<file path="src/hw/rtl/vzd_pkg.sv">
// shared types, codes and functions for the varint zigzag decoder
package vzd_pkg;

  localparam int unsigned VZD_QUEUE_DEPTH = 4;
  localparam int unsigned MAX_BYTES       = 10;

  localparam logic [1:0] KIND_U64  = 2'd0;
  localparam logic [1:0] KIND_ZZ32 = 2'd1;
  localparam logic [1:0] KIND_ZZ64 = 2'd2;

  localparam logic [1:0] STATUS_OK        = 2'd0;
  localparam logic [1:0] STATUS_TOO_LONG  = 2'd1;
  localparam logic [1:0] STATUS_EXCEEDS32 = 2'd2;
  localparam logic [1:0] STATUS_TOO_SHORT = 2'd3;

  typedef enum logic [1:0] {
    JOB_VALUE,
    JOB_TOO_LONG,
    JOB_TOO_SHORT
  } job_kind_t;

  typedef struct packed {
    logic [7:0] data_byte;
    logic       flush;
  } in_beat_t;

  typedef struct packed {
    logic [63:0] decoded_value;
    logic [3:0]  bytes_used;
    logic [1:0]  status;
  } out_beat_t;

  typedef struct packed {
    logic [63:0] acc;
    logic [3:0]  used;
    job_kind_t   kind;
  } job_t;

  function automatic logic [63:0] zigzag64(input logic [63:0] u);
    return (u >> 1) ^ {64{u[0]}};
  endfunction

  function automatic logic [63:0] zigzag32(input logic [63:0] v);
    logic [31:0] r;
    r = (v[31:0] >> 1) ^ {32{v[0]}};
    return {{32{r[31]}}, r};
  endfunction

endpackage

</file>
<file path="src/hw/rtl/vzd_front.sv">
// front end: gathers payload bytes and hands finished or failed values to the queue
module vzd_front (
  input  logic            clk,
  input  logic            rst_n,
  input  logic            accept,
  input  vzd_pkg::in_beat_t in_beat,
  output logic            job_push,
  output vzd_pkg::job_t   job
);
  import vzd_pkg::*;

  logic [63:0] acc_r, acc_nxt;
  logic [3:0]  idx_r, idx_nxt;
  logic [5:0]  sh;
  logic [63:0] acc_new;
  logic [3:0]  used;

  assign sh      = 6'(idx_r * 7);
  assign acc_new = acc_r | ({57'd0, in_beat.data_byte[6:0]} << sh);
  assign used    = idx_r + 4'd1;

  always_comb begin
    acc_nxt  = acc_r;
    idx_nxt  = idx_r;
    job_push = 1'b0;
    job.acc  = acc_new;
    job.used = used;
    job.kind = JOB_VALUE;
    if (accept) begin
      if (in_beat.flush) begin
        job.used = idx_r;
        job.kind = JOB_TOO_SHORT;
        if (idx_r != 4'd0) begin
          job_push = 1'b1;
          acc_nxt  = '0;
          idx_nxt  = '0;
        end
      end else if (in_beat.data_byte[7]) begin
        if (used >= 4'(MAX_BYTES)) begin
          job.kind = JOB_TOO_LONG;
          job_push = 1'b1;
          acc_nxt  = '0;
          idx_nxt  = '0;
        end else begin
          acc_nxt = acc_new;
          idx_nxt = used;
        end
      end else begin
        job_push = 1'b1;
        acc_nxt  = '0;
        idx_nxt  = '0;
      end
    end
  end

  always_ff @(posedge clk) begin
    if (!rst_n) begin
      acc_r <= '0;
      idx_r <= '0;
    end else begin
      acc_r <= acc_nxt;
      idx_r <= idx_nxt;
    end
  end

endmodule

</file>
<file path="src/hw/rtl/vzd_queue.sv">
// short job queue between front end and back end
module vzd_queue #(
  parameter int unsigned Depth = vzd_pkg::VZD_QUEUE_DEPTH
) (
  input  logic          clk,
  input  logic          rst_n,
  input  logic          push,
  input  vzd_pkg::job_t wr_data,
  output logic          full,
  input  logic          pop,
  output logic          valid,
  output vzd_pkg::job_t rd_data
);
  import vzd_pkg::*;

  localparam int unsigned PW = (Depth > 1) ? $clog2(Depth) : 1;
  localparam int unsigned CW = $clog2(Depth + 1);

  job_t          mem [Depth];
  logic [PW-1:0] wr_ptr_r, wr_ptr_nxt;
  logic [PW-1:0] rd_ptr_r, rd_ptr_nxt;
  logic [CW-1:0] cnt_r, cnt_nxt;
  logic          do_push, do_pop;

  assign full    = (cnt_r == CW'(Depth));
  assign valid   = (cnt_r != '0);
  assign rd_data = mem[rd_ptr_r];
  assign do_push = push && !full;
  assign do_pop  = pop && valid;

  always_comb begin
    wr_ptr_nxt = wr_ptr_r;
    rd_ptr_nxt = rd_ptr_r;
    cnt_nxt    = cnt_r;
    if (do_push) begin
      wr_ptr_nxt = (wr_ptr_r == PW'(Depth - 1)) ? '0 : wr_ptr_r + PW'(1);
    end
    if (do_pop) begin
      rd_ptr_nxt = (rd_ptr_r == PW'(Depth - 1)) ? '0 : rd_ptr_r + PW'(1);
    end
    if (do_push && !do_pop) begin
      cnt_nxt = cnt_r + CW'(1);
    end else if (do_pop && !do_push) begin
      cnt_nxt = cnt_r - CW'(1);
    end
  end

  always_ff @(posedge clk) begin
    if (!rst_n) begin
      wr_ptr_r <= '0;
      rd_ptr_r <= '0;
      cnt_r    <= '0;
    end else begin
      wr_ptr_r <= wr_ptr_nxt;
      rd_ptr_r <= rd_ptr_nxt;
      cnt_r    <= cnt_nxt;
    end
  end

  always_ff @(posedge clk) begin
    if (do_push) begin
      mem[wr_ptr_r] <= wr_data;
    end
  end

endmodule

</file>
<file path="src/hw/rtl/vzd_back.sv">
// back end: zigzag decode, range check and the output register
module vzd_back (
  input  logic               clk,
  input  logic               rst_n,
  input  logic [1:0]         value_kind,
  input  logic               job_valid,
  input  vzd_pkg::job_t      job,
  output logic               job_pop,
  output logic               empty,
  input  logic               pop,
  output vzd_pkg::out_beat_t out_beat
);
  import vzd_pkg::*;

  logic      out_valid_r, out_valid_nxt;
  out_beat_t out_beat_r;
  out_beat_t res;

  always_comb begin
    res.bytes_used    = job.used;
    res.decoded_value = '0;
    res.status        = STATUS_OK;
    unique case (job.kind)
      JOB_TOO_LONG:  res.status = STATUS_TOO_LONG;
      JOB_TOO_SHORT: res.status = STATUS_TOO_SHORT;
      default: begin
        unique case (value_kind)
          KIND_ZZ32: begin
            if (job.acc[63:32] != 32'd0) begin
              res.status = STATUS_EXCEEDS32;
            end else begin
              res.decoded_value = zigzag32(job.acc);
            end
          end
          KIND_ZZ64: res.decoded_value = zigzag64(job.acc);
          default:   res.decoded_value = job.acc;
        endcase
      end
    endcase
  end

  assign job_pop = job_valid && (!out_valid_r || pop);
  assign empty   = !out_valid_r;
  assign out_beat = out_beat_r;

  always_comb begin
    out_valid_nxt = out_valid_r;
    if (job_pop) begin
      out_valid_nxt = 1'b1;
    end else if (pop) begin
      out_valid_nxt = 1'b0;
    end
  end

  always_ff @(posedge clk) begin
    if (!rst_n) begin
      out_valid_r <= 1'b0;
    end else begin
      out_valid_r <= out_valid_nxt;
    end
  end

  always_ff @(posedge clk) begin
    if (job_pop) begin
      out_beat_r <= res;
    end
  end

endmodule

</file>
<file path="src/hw/rtl/varint_zigzag_decoder.sv">
// Base-128 varint decoder with zigzag signed modes. One byte beat is taken every cycle while
// full is low; the front end folds each byte into the accumulator in that same cycle and, on
// a final byte, a ten-byte overrun or a flush over a partial value, writes one job into a
// QueueDepth-entry queue. The back end decodes the head job into the output register, so a
// result reaches the out ports from the output register; results drain at one per cycle while
// pop is held and a job waits. full rises only when the queue is full, which happens when the
// consumer stops popping. value_kind is sampled by the back end and must only change while idle.
module varint_zigzag_decoder #(
  parameter int unsigned QueueDepth = vzd_pkg::VZD_QUEUE_DEPTH
) (
  input  logic               clk,
  input  logic               rst_n,
  input  logic               push,
  output logic               full,
  input  vzd_pkg::in_beat_t  in_beat,
  output logic               empty,
  input  logic               pop,
  output vzd_pkg::out_beat_t out_beat,
  input  logic               cfg_we,
  input  logic [1:0]         cfg_data
);
  import vzd_pkg::*;

  logic [1:0] kind_r;
  logic       accept;
  logic       job_push;
  job_t       job_in;
  logic       job_valid;
  job_t       job_out;
  logic       job_pop;

  assign accept = push && !full;

  always_ff @(posedge clk) begin
    if (!rst_n) begin
      kind_r <= KIND_U64;
    end else if (cfg_we) begin
      kind_r <= cfg_data;
    end
  end

  vzd_front u_front (
    .clk      (clk),
    .rst_n    (rst_n),
    .accept   (accept),
    .in_beat  (in_beat),
    .job_push (job_push),
    .job      (job_in)
  );

  vzd_queue #(
    .Depth (QueueDepth)
  ) u_queue (
    .clk     (clk),
    .rst_n   (rst_n),
    .push    (job_push),
    .wr_data (job_in),
    .full    (full),
    .pop     (job_pop),
    .valid   (job_valid),
    .rd_data (job_out)
  );

  vzd_back u_back (
    .clk        (clk),
    .rst_n      (rst_n),
    .value_kind (kind_r),
    .job_valid  (job_valid),
    .job        (job_out),
    .job_pop    (job_pop),
    .empty      (empty),
    .pop        (pop),
    .out_beat   (out_beat)
  );

  // error beats carry a zero value
  a_err_zero: assert property (@(posedge clk) disable iff (!rst_n)
    (!empty && out_beat.status != STATUS_OK) |-> out_beat.decoded_value == 64'd0)
    else $error("error beat with nonzero value");

  a_used_range: assert property (@(posedge clk) disable iff (!rst_n)
    !empty |-> (out_beat.bytes_used >= 4'd1 && out_beat.bytes_used <= 4'd10))
    else $error("bytes_used out of range");

  a_exceeds_kind: assert property (@(posedge clk) disable iff (!rst_n)
    (!empty && out_beat.status == STATUS_EXCEEDS32) |-> kind_r == KIND_ZZ32)
    else $error("32-bit overflow outside zigzag 32 mode");

endmodule

</file>
<file path="config.mk">
export PLATFORM = sky130hd
export DESIGN_NAME = varint_zigzag_decoder
export DESIGN_NICKNAME = d
export VERILOG_FILES = /design/src/hw/rtl/vzd_pkg.sv /design/src/hw/rtl/vzd_front.sv /design/src/hw/rtl/vzd_queue.sv /design/src/hw/rtl/vzd_back.sv /design/src/hw/rtl/varint_zigzag_decoder.sv
export SDC_FILE = /design/constraint.sdc
export NUM_CORES = 1
export LEC_CHECK = 0
export BUFFER_PORTS_ARGS = -buffer_cell sky130_fd_sc_hd__buf_2
export CORE_ASPECT_RATIO = 0.75
export CORE_MARGIN = 2
export CORE_UTILIZATION = 40
export DETAILED_ROUTE_END_ITERATION = 8
export HOLD_SLACK_MARGIN = 0.1
export PLACE_DENSITY = 0.53
export SLEW_MARGIN = 20
export SYNTH_ARGS = -nofsm -noshare
export SYNTH_HDL_FRONTEND = slang
export SYNTH_SLANG_ARGS = --single-unit
</file>
<file path="constraint.sdc">
create_clock -name clk -period 16.5 [get_ports clk]
set_input_delay 1.65 -clock clk [delete_from_list [all_inputs] [get_ports clk]]
set_output_delay 1.65 -clock clk [all_outputs]
set_load 0.01 [all_outputs]
</file>
# After elaboration in Yosys (flattened, before gate mapping)
# Memory sizes are Yosys's and may differ from the RTL's. A register that Yosys moved wholly into a read port is not among the register bits.
# Cells that the tools add are included.
[word_totals]
reg_bits = 148
memories = 1
word_cells = 81
mem_bits_rw = 280
[memory_table]
columns = ["memory", "depth", "word_bits", "read_ports", "rd_clocked_by_memory_dff", "write_ports", "line", "rtl"]
rows = [
  ["u_queue.mem", 4, 70, 1, 1, 1, "vzd_queue.sv:19", "job_t mem [Depth];"],
]
[op_classes]
mul = 1
n_mux = 33
reduce_logical = 18
add_sub_neg = 5
n_bitwise = 3
order_cmp = 1
shift = 1
n_eq_ne = 8
[ops]
columns = ["operator", "count"]
rows = [
  ["$mux 64", 5],
  ["$pmux 64 s2", 1],
  ["$or 64x64->64", 1],
  ["$shl 7x6->64", 1],
  ["$xor 63x64->64", 1],
  ["$reduce_bool 32->1", 1],
  ["$xor 31x32->32", 1],
  ["$mux 4", 5],
  ["$mux 2", 8],
  ["$mux 1", 10],
  ["$eq 2x2->1 const B", 4],
  ["$logic_and 1x1->1", 6],
  ["$mul 4x3->6 const B", 1],
  ["$mux 3", 2],
  ["$mux 6", 1],
  ["$add 2x1->2 const B", 2],
  ["$add 4x1->4 const B", 1],
  ["$eq 2x1->1 const B", 2],
  ["$ge 4x4->1 const B", 1],
  ["$logic_not 1->1", 4],
  ["$pmux 2 s2", 1],
  ["$reduce_bool 2->1", 2],
  ["$reduce_bool 4->1", 1],
  ["$add 3x1->3 const B", 1],
  ["other kinds (7)", 7],
]

# Depth between registers and ports, before layout
[logic_depth]
depth_word = 11
ltp_mapped = 15
mapped_depth_nobuf = 12

# Hierarchy
# From an unflattened synthesis, not the netlist that was laid out.
[unflattened]
hier_cells = 1307
area_unflattened_um2 = 18994.5
[modules_own_cells]
columns = ["module", "area_per_inst_um2", "instances", "cells_per_inst", "seq_area_each_um2"]
rows = [
  ["vzd_queue", 10656.5, 1, 417, 8588.2],
  ["vzd_back", 4400.5, 1, 428, 2122.0],
  ["vzd_front", 3858.7, 1, 455, 1361.3],
  ["varint_zigzag_decoder", 78.8, 1, 7, 40.0],
]

# Worst setup path after synthesis
# OpenSTA, ideal clock, no wires.
[synth_timing]
path_type = "input -> register"
from = "input pop"
to = "register u_queue.cnt_r[2]"
setup_time_ns = 0.076
arrival_time_ns = 6.633
path_stages = 9
required_time_ns = 16.424
n_path_buf = 0
slack_ns = 9.791
cell_sequence = "inv_1 > a21oi_1 > inv_1 > ha_1 > inv_1 > fa_1 > xor2_1 > or3_1 > a21boi_0"
[synth_via]
elab_chain_cells = 6
elab_cells_between_ends = 8
[synth_lines]
columns = ["item", "line", "rtl"]
rows = [
  ["start: declaration", "varint_zigzag_decoder.sv:17", "input logic pop,"],
  ["$logic_or 1x1->1 (*)", "vzd_back.sv:42", "assign job_pop = job_valid && (!out_valid_r || pop);"],
  ["$logic_and 1x1->1 (*)", "vzd_back.sv:42", ""],
  ["named net job_pop", "varint_zigzag_decoder.sv:30", "logic job_pop;"],
  ["$logic_and 1x1->1 (*)", "vzd_queue.sv:29", "assign do_pop = pop && valid;"],
  ["$logic_not 1->1", "vzd_queue.sv:41", "if (do_push && !do_pop) begin"],
  ["$logic_and 1x1->1", "vzd_queue.sv:41", ""],
  ["$mux 3 / $reduce_bool 2->1 (equally long branches)", "--", ""],
  ["end signal: assignment", "vzd_queue.sv:56", "cnt_r <= cnt_nxt;"],
  ["end: declaration", "vzd_queue.sv:22", "logic [CW-1:0] cnt_r, cnt_nxt;"],
]
# Mark *: on every way through the listed nets, which the timed path passes. The rest lies on a longest branch.
# A chain may end at the register's enable or synchronous reset.

# Final worst setup path
[layout_timing]
from = "register u_front.idx_r[0]"
to = "memory u_queue.mem[3][39] (netlist bit) (enable)"
[layout_via]
elab_chain_cells = 9
elab_cells_between_ends = 11
[layout_lines]
columns = ["item", "line", "rtl"]
rows = [
  ["start: declaration", "vzd_front.sv:13", "logic [3:0] idx_r, idx_nxt;"],
  ["start signal: assignment", "vzd_front.sv:62", "idx_r <= idx_nxt;"],
  ["$add 4x1->4", "vzd_front.sv:20", "assign used = idx_r + 4'd1;"],
  ["$ge 4x4->1", "vzd_front.sv:39", "if (used >= 4'(MAX_BYTES)) begin"],
  ["$mux 1", "vzd_front.sv:39", ""],
  ["$mux 1", "vzd_front.sv:38", "end else if (in_beat.data_byte[7]) begin"],
  ["$mux 1 (*)", "vzd_front.sv:30", "if (in_beat.flush) begin"],
  ["$mux 1 (*)", "vzd_front.sv:29", "if (accept) begin"],
  ["$logic_and 1x1->1 (*)", "vzd_queue.sv:28", "assign do_push = push && !full;"],
  ["named net u_queue.do_push", "vzd_queue.sv:23", "logic do_push, do_pop;"],
  ["$mux 1 (*)", "vzd_queue.sv:61", "if (do_push) begin"],
  ["$mux 1 (not written as such) (*)", "vzd_queue.sv:62", "mem[wr_ptr_r] <= wr_data;"],
  ["end: declaration", "vzd_queue.sv:19", ""],
]
# Marked as above.

==> metrics.yaml <==
cts_made_buffers: 45
tightest_slew_ns: 1.18
hold_start: "u_front.acc_r[19]"
crit_required_ns: 16.68
fill_cells: 4132
fin_crit_sh_pct: 28.1
ir_drop_uv: 91.4
syn-cell-area_mm2: 0.0187
end_kind: "register"
die_w_um: 254
via_per_inst: 5.51
multi_input_area_mm2: 0.00605
p_int_mw: 2.43
wirelength_um: 43300
first_global_vias: 10600
p_per_area_mw_per_mm2: 170
synthArstFlopShare_pct: 0
yosysSeqAreaShare_pct: 64.8
cts_tree: "yes"
reg2reg_from: "u_front.idx_r[0]"
rows: 68
swShare_pct: 32.7
combPwrFrac_pct: 32.2
hpwl_um: 27200
setup_viol: 0
max_cap_viol_count: 0
critPathLaunch: "u_front.idx_r[0]"
io_buffers: 87
synth_area_leaders: "edfxtp_1 (56%), mux4_2 (9.2%), dfxtp_1 (8.6%), nor2_1 (2.3%), a21oi_1 (1.9%)"
yosys.area.top_type: "edfxtp_1"
fmax_ghz: 0.215
vias: 11200
gp_congestion: 0.819
p_leak_nw: 7.61
status: "finished clean"
postCtsSetupRepairBufs: 0
grt.overflow.total: 0
syn_inst: 1308
startpoint_type: "register"
drtIter0Drc: 1057
clk_latency_ns: 0.56
clock_skew_ns: 0.0158
fin_crit_ns: 4.64
clk_pin_slew_ns: 0.06
clk_path_buf_depth: 3
grt_max_degree: 73
tns_ns: 0
antenna_found_initial: 0
clkPwrFrac_pct: 28.0
power.net_switching_mw: 1.18
die_y_um: 191
ys_warn_count: 0
avgSynthCellArea_um2: 14.3
root_buffer: "clkbuf_16"
fp.coreArea_mm2: 0.0461
worst_slack_ns: 11.86
post_cts_resized: 0
max_slew_margin_pct: 20.4
area_growth_pct: 13.6
worstPathMaxFanout: 70
rsz0062_at_grt: "false"
die_area_mm2: 0.0485
synth-seq-cells: 430
pin_count: 88
ant_nets: 0
seqPwrFrac_pct: 39.8
synth_ff_type: "edfxtp_1"
num_antenna_cells: 0
initial_core_util_pct: 40.5
grtUsageTotal_pct: 17.9
synth_fp_nets: 1347
cts-hold-fix-buffers: 0
final_hold_viol_count: 0
cts.sinks: 430
crit_arrival_ns: 4.83
place_ws_ns: 11.57
nets: 1404
drtPass1Iterations: 5
wire_per_inst_um: 21.3
grt_pass1_wl_um: 66000
hold_path_class: "reg2reg"
synth-edff-count: 350
ys_types: 48
drc_errors: 0
netlist.area_leader.share_pct: 56.2
drive_above_1_share_pct: 22.4
crit_type: "reg2reg"
drv_slew: 0
h-tree-depth: 2
seq_area_mm2: 0.0121
==> path summary, 6_finish.rpt <==
| check | cells after the start | endpoint | slack, ns |
|---|---|---|---|
| worst max-delay path | 9 | u_queue.mem[3][39] | 11.86 |
| worst min-delay path | 2 | u_front.acc_r[19] | 0.47 |
| worst max register to register | 9 | u_queue.mem[3][39] | 11.86 |
| worst min register to register | 2 | u_front.acc_r[19] | 0.47 |
==> cell usage in the layout (no fill, tap or decap), types with 5 or more instances in the layout <==
cell / Yosys / routed
o21ai_0: 39 / 39
nor3b_1: 9 / 9
clkbuf_16: 0 / 49
xor2_1: 35 / 33
clkbuf_1: 73 / 9
clkinvlp_4: 0 / 6
buf_4: 1 / 21
a21oi_1: 70 / 69
nand2_1: 22 / 20
fa_1: 5 / 5
edfxtp_1: 350 / 350
nand3_1: 8 / 8
nor2_1: 113 / 113
a31oi_1: 31 / 31
and2_1: 15 / 11
ha_1: 18 / 17
mux4_2: 76 / 75
o22ai_1: 33 / 33
dfxtp_1: 80 / 78
o32ai_1: 30 / 30
a211oi_1: 9 / 9
nand4_1: 7 / 7
mux2i_1: 7 / 7
a21o_1: 35 / 35
and3_1: 6 / 5
mux2_2: 7 / 7
nor4_1: 8 / 8
buf_2: 15 / 87
nor2b_1: 9 / 9
nor3_1: 23 / 23
inv_1: 44 / 44
clkinv_2: 0 / 9
xnor2_1: 40 / 38
a41oi_1: 24 / 24
or2_2: 32 / 33
==> Yosys cell counts, drive strengths merged (8+ instances only) <==
| master | number |
|---|---|
| o32ai | 30 |
| a41oi | 24 |
| buf | 26 |
| nand3 | 8 |
| dfxtp | 80 |
| a21o | 35 |
| or2 | 33 |
| nor3b | 9 |
| o21ai | 39 |
| a31oi | 31 |
| nor2b | 9 |
| mux4 | 76 |
| a211oi | 9 |
| xor2 | 35 |
| nor3 | 23 |
| xnor2 | 40 |
| o22ai | 33 |
| clkbuf | 73 |
| a21oi | 70 |
| ha | 18 |
| and2 | 15 |
| nor4 | 8 |
| edfxtp | 350 |
| inv | 44 |
| nor2 | 113 |
| nand2 | 22 |
==> cells by family (layout without fill, tap and decap cells) <==
| kind of cell | count (synthesis) | after routing | share of synthesized area, % |
|---|---|---|---|
| muxes | 90 | 90 | 9.95 |
| DFF | 430 | 430 | 64.8 |
| and+or+nand+nor | 259 | 259 | 6.75 |
| adders and majority gates | 23 | 23 | 1.74 |
| buffers and inverters | 144 | 238 | 3.17 |
| xor gates and xnor gates | 75 | 75 | 3.51 |
| AOI/OAI and AO/OA | 287 | 287 | 10.1 |
==> metrics by stage <==
step	area, um^2	total power [mW]	utilization (%)	instances	hold WS [ns]
final	21200	3.61	46.1	2032	0.472
after global routing	21200	3.81	46.1	2032	0.495
after CTS	21200	3.65	46.0	2031	0.470
after detailed placement	19700	2.63	42.8	1947	0.459
after global placement	19700	2.62	42.8	1947	0.450
after floorplan	18700	2.30	-	1308	0.439
==> registers in the layout, summed over array words and instances, names as in the netlist, named ones only <==
register / flops
kind_r: 2
u_queue.rd_ptr_r: 2
u_back.out_valid_r: 1
u_front.acc_r: 64
u_queue.mem: 280
u_queue.wr_ptr_r: 2
u_front.idx_r: 4
u_queue.cnt_r: 3
u_back.out_beat: 70
==> worst max-delay path, cell delays in order (launching register included) <==
cell     delay, ns
dfxtp_1       0.88
inv_1         0.32
ha_1          0.29
nand3_1       0.08
and3_2        0.17
buf_4         0.61
o21ai_0       0.43
inv_1         0.27
and2_4        0.51
buf_4         0.68
==> metal layers <==
layer  GRT usage [%]  routed length, um  up-vias
met4            3.67                604        0
met2            25.0              18100      312
met3            3.05               2330       51
met5               0                  0        -
met1            29.0              22200     5684
li1                -                  -     5146
==> power groups by stage <==
stage / registers, mW / logic, mW / clock network, mW
after floorplan: 1.50 / 0.798 / 0
after global placement: 1.46 / 1.16 / 0
after detailed placement: 1.47 / 1.16 / 0
after CTS: 1.44 / 1.17 / 1.04
after global routing: 1.46 / 1.28 / 1.08
final: 1.44 / 1.16 / 1.01
==> area by class of cell <==
type                       count  area share [%]
sequential                   430            57.0
multi-input combinational    734            28.5
clock buffer                  62            6.19
tap                          630            3.71
timing repair buffer         109            2.92
clock inverter                22           0.831
inverter                      45           0.795
(Power assumes the default switching activity.)
